$ cat src/rtl/vfc_pkg.sv
package vfc_pkg;

    // Default chunk geometry and stored type width
    localparam int DEF_CHUNK_SIDE = 16;
    localparam int DEF_CHUNK_TALL = 64;
    localparam int DEF_TYPE_BITS  = 6;

    // Configuration register indexes
    localparam int CFG_IDX_W = 2;
    localparam logic [CFG_IDX_W-1:0] REG_TRANSPARENT = 2'd0;
    localparam logic [CFG_IDX_W-1:0] REG_AIR_TYPE    = 2'd1;

    // Request codes
    localparam logic REQ_WRITE = 1'b0;
    localparam logic REQ_QUERY = 1'b1;

    // Face directions, in checking order
    localparam logic [2:0] DIR_FRONT  = 3'd0;
    localparam logic [2:0] DIR_BACK   = 3'd1;
    localparam logic [2:0] DIR_LEFT   = 3'd2;
    localparam logic [2:0] DIR_RIGHT  = 3'd3;
    localparam logic [2:0] DIR_TOP    = 3'd4;
    localparam logic [2:0] DIR_BOTTOM = 3'd5;

    localparam int NUM_DIRS = 6;

    typedef struct packed {
        logic       req_type;
        logic [3:0] voxel_x;
        logic [5:0] voxel_y;
        logic [3:0] voxel_z;
        logic [5:0] new_type;
    } vfc_in_t;

    typedef struct packed {
        logic [2:0] face_dir;
        logic [3:0] face_x;
        logic [5:0] face_y;
        logic [3:0] face_z;
        logic [5:0] face_block;
        logic       last_face;
    } vfc_out_t;

    typedef enum logic [1:0] {
        ST_CLEAR,
        ST_IDLE,
        ST_LOOK,
        ST_EMIT
    } vfc_state_t;

    typedef struct packed {
        logic clear_en;
        logic accept;
        logic look;
        logic eval_center;
        logic load_face;
    } vfc_cmd_t;

    typedef struct packed {
        logic clear_done;
        logic query_ok;
        logic center_step;
        logic look_done;
        logic opaque;
        logic faces_none;
        logic out_free;
        logic face_last;
    } vfc_status_t;

endpackage

$ cat src/rtl/vfc_ctrl.sv
module vfc_ctrl
    import vfc_pkg::*;
(
    input  logic        aclk,
    input  logic        aresetn,
    input  logic        s_valid,
    output logic        s_ready,
    input  vfc_status_t status,
    output vfc_cmd_t    cmd
);

    vfc_state_t state_reg, state_next;

    always_ff @(posedge aclk) begin
        if (!aresetn) begin
            state_reg <= ST_CLEAR;
        end else begin
            state_reg <= state_next;
        end
    end

    always_comb begin
        state_next = state_reg;
        case (state_reg)
            ST_CLEAR: begin
                if (status.clear_done) begin
                    state_next = ST_IDLE;
                end
            end
            ST_IDLE: begin
                if (s_valid && status.query_ok) begin
                    state_next = ST_LOOK;
                end
            end
            ST_LOOK: begin
                if (status.center_step && !status.opaque) begin
                    state_next = ST_IDLE;
                end else if (status.look_done) begin
                    state_next = status.faces_none ? ST_IDLE : ST_EMIT;
                end
            end
            ST_EMIT: begin
                if (status.out_free && status.face_last) begin
                    state_next = ST_IDLE;
                end
            end
            default: state_next = ST_CLEAR;
        endcase
    end

    always_comb begin
        cmd     = '0;
        s_ready = 1'b0;
        case (state_reg)
            ST_CLEAR: begin
                cmd.clear_en = 1'b1;
            end
            ST_IDLE: begin
                s_ready    = 1'b1;
                cmd.accept = s_valid;
            end
            ST_LOOK: begin
                cmd.look        = 1'b1;
                cmd.eval_center = status.center_step;
            end
            ST_EMIT: begin
                cmd.load_face = status.out_free;
            end
            default: begin
                cmd = '0;
            end
        endcase
    end

endmodule

$ cat config.mk
export PLATFORM = sky130hd
export DESIGN_NAME = vfc_ctrl
export DESIGN_NICKNAME = d
export VERILOG_FILES = /design/src/rtl/vfc_pkg.sv /design/src/rtl/vfc_ctrl.sv
export SDC_FILE = /design/constraint.sdc
export NUM_CORES = 1
export LEC_CHECK = 0
export BUFFER_PORTS_ARGS = -buffer_cell sky130_fd_sc_hd__clkbuf_2
export CORE_AREA = 4 4 41 43
export CTS_CLUSTER_DIAMETER = 120
export DETAILED_ROUTE_END_ITERATION = 8
export DIE_AREA = 0 0 45 47
export GPL_ROUTABILITY_DRIVEN = 1
export PLACE_DENSITY = 0.49
export SYNTH_ARGS = -nofsm -noshare
export SYNTH_HDL_FRONTEND = slang
export SYNTH_SLANG_ARGS = --single-unit
$ cat constraint.sdc
create_clock -name aclk -period 2.2 [get_ports aclk]
set_clock_uncertainty 0.2 [all_clocks]
set_input_delay 0.22 -clock aclk [delete_from_list [all_inputs] [get_ports aclk]]
set_output_delay 0.22 -clock aclk [all_outputs]
set_load 0.1 [all_outputs]
==> results.tsv <==
metric	value	unit
worstHoldPathType	primary input to flop	
clkSinkCount	2	
cp.arrival	1470	ps
final_cells	61	
cts_tree	yes	
die_h	47	µm
fin_tns_setup	0	ps
grt_max_degree	6	
final-hold-violation-count	0	
dpl.cell_count	58	
yosysUniqueCellTypes	11	
critical_path_class	flop to output port	
cts_resized	0	
drt_pass1_iterations	4	
clock_latency	220	ps
p_total	0.480	mW
largest_reg_flops	2	
synth_seq_area_share	0.185	
worst_slew_pin_slew	544	ps
ioPinCount	17	
path_buf_inv	2	
vias_per_cell	3.90	
synth_nets	43	
track_usage	0.0560	
grt_overflow	0	
htree_levels	1	
layout.nets	64	
grt_pass1_wl	821	µm
cp-end-kind	output port	
ir_worst_vdd	0.428	mV
max_stage_delay	400	ps
numCtsBuffers	3	
nFillCells	153	
antenna_found_initial	0	
start_util	0.166	
cts_setup_buffers	0	
start_kind	flop	
powerDensity	1390	nW/µm²
die_w	45	µm
first_iter_violations	6	
grt_pass1_vias	217	
core-area	1300	µm²
n_antenna_cell	0	
max_clock_freq	0.530	GHz
root_buffer	clkbuf_4	
drc_errors	0	
gp_congestion	0.673	
outcome	complete, no violations	
rsz0062_at_grt	false	
slew_viol_final	0	
slowest_stage	dfxtp_1	
setup_viol	0	
wire_per_inst	8.77	µm
crit_fanout	5	
cts_hold_buf	0	
drt-total-wl	535	µm
cts_buffer_depth	2	
syn_area	216	µm²
leakage	0.188	nW
cp_data_required_time	1780	ps
syn_to_final_growth	59.5	%
dp_hpwl	464	µm
period_minus_slack	1890	ps
yosys_warnings	0	
crit_family	buffers and inverters	
avgSynthCellArea	8.02	µm²
path_cells	inv_1 -> ha_2 -> and2_2 -> clkbuf_2	
antenna_left	0	
maxSlewHeadroom	0.639	
cts.clk_slew.worst_paths	30	ps
io_buffers	16	
die-area	2120	µm²
maxCapViolCount	0	
layout-drive-gt1-share	0.500	
yosys_register_bits	2	
vias	238	
row_count	13	
min_period_over_period	0.857	
syn_inst	27	
[power breakdown]
part	switching (mW)	total [mW]	leakage [nW]	internal, mW
registers	0.0149	0.0627	0.0164	0.0479
logic	0.262	0.338	0.158	0.0763
clock network	0.0191	0.0791	0.0138	0.0600
total	0.296	0.480	0.188	0.184
[cell usage after synthesis]
library cell / number / area share
ha_1: 5 / 0.29
nand2_1: 5 / 0.087
inv_1: 4 / 0.069
and2_1: 3 / 0.087
dfxtp_1: 2 / 0.18
mux2i_1: 2 / 0.092
nand2b_1: 2 / 0.058
a222oi_1: 1 / 0.046
a31oi_1: 1 / 0.029
nand3b_1: 1 / 0.035
o21ai_1: 1 / 0.023
[worst reg2reg max path, delay by kind of cell (launching register included)]
family	cells	cell delay, ps
AO/OA/AOI/OAI	2	470
multiplexers	1	150
adder cells (fa/ha/maj)	1	200
buffers and inverters	1	100
flip-flops	1	370
[cell usage in the layout (no fill, tap or decap), drive strengths merged, types with 2 or more instances in the layout]
| cell | count |
|---|---|
| mux2i | 2 |
| ha | 5 |
| inv | 4 |
| nand2b | 2 |
| and2 | 3 |
| nand2 | 5 |
| clkbuf | 19 |
| dfxtp | 2 |
[final timing paths]
path / cells past startpoint / slack, ps / start / end
hold / removal: 3 / 80 / aresetn / state_reg[0]
hold reg to reg: 2 / 310 / state_reg[1] / state_reg[1]
setup / recovery: 4 / 310 / state_reg[0] / cmd[1]
setup reg to reg: 5 / 590 / state_reg[1] / state_reg[1]
[layout make-up]
class	count	area (µm²)	share of cell area
clock buffer	3	22.5	0.0652
tap	15	18.8	0.0543
timing repair buffer	16	80.1	0.232
inverter	4	15.0	0.0435
multi-input combinational	21	169	0.489
sequential	2	40.0	0.116
[stage by stage]
| stage | setup slack [ps] | hold slack (ps) | util | cell area (µm²) |
|---|---|---|---|---|
| after global placement | 546 | 289 | 0.248 | 323 |
| final | 314 | 82.6 | 0.265 | 345 |
| after CTS | 296 | 79.9 | 0.265 | 345 |
| after global routing | 230 | 114 | 0.265 | 345 |
| after floorplan | 193 | 170 | - | 224 |
| after detailed placement | 539 | 306 | 0.248 | 323 |
[kinds of logic after synthesis]
logic type,Yosys count,synth area share
and+or+nand+nor,11,0.266
adders and majority gates,5,0.289
buffers and inverters,4,0.0693
AOI/OAI and AO/OA,3,0.0983
muxes,2,0.0925
DFF,2,0.185
[per-layer routing]
layer / track usage / share of wire / wire length (µm)
met4: 0.0526 / 0 / 0
met1: 0.0726 / 0.46 / 244
met2: 0.0593 / 0.32 / 171
met3: 0.0345 / 0.22 / 118
met5: 0 / 0 / 0
No activity file was read; power rests on OpenSTA's default activity.
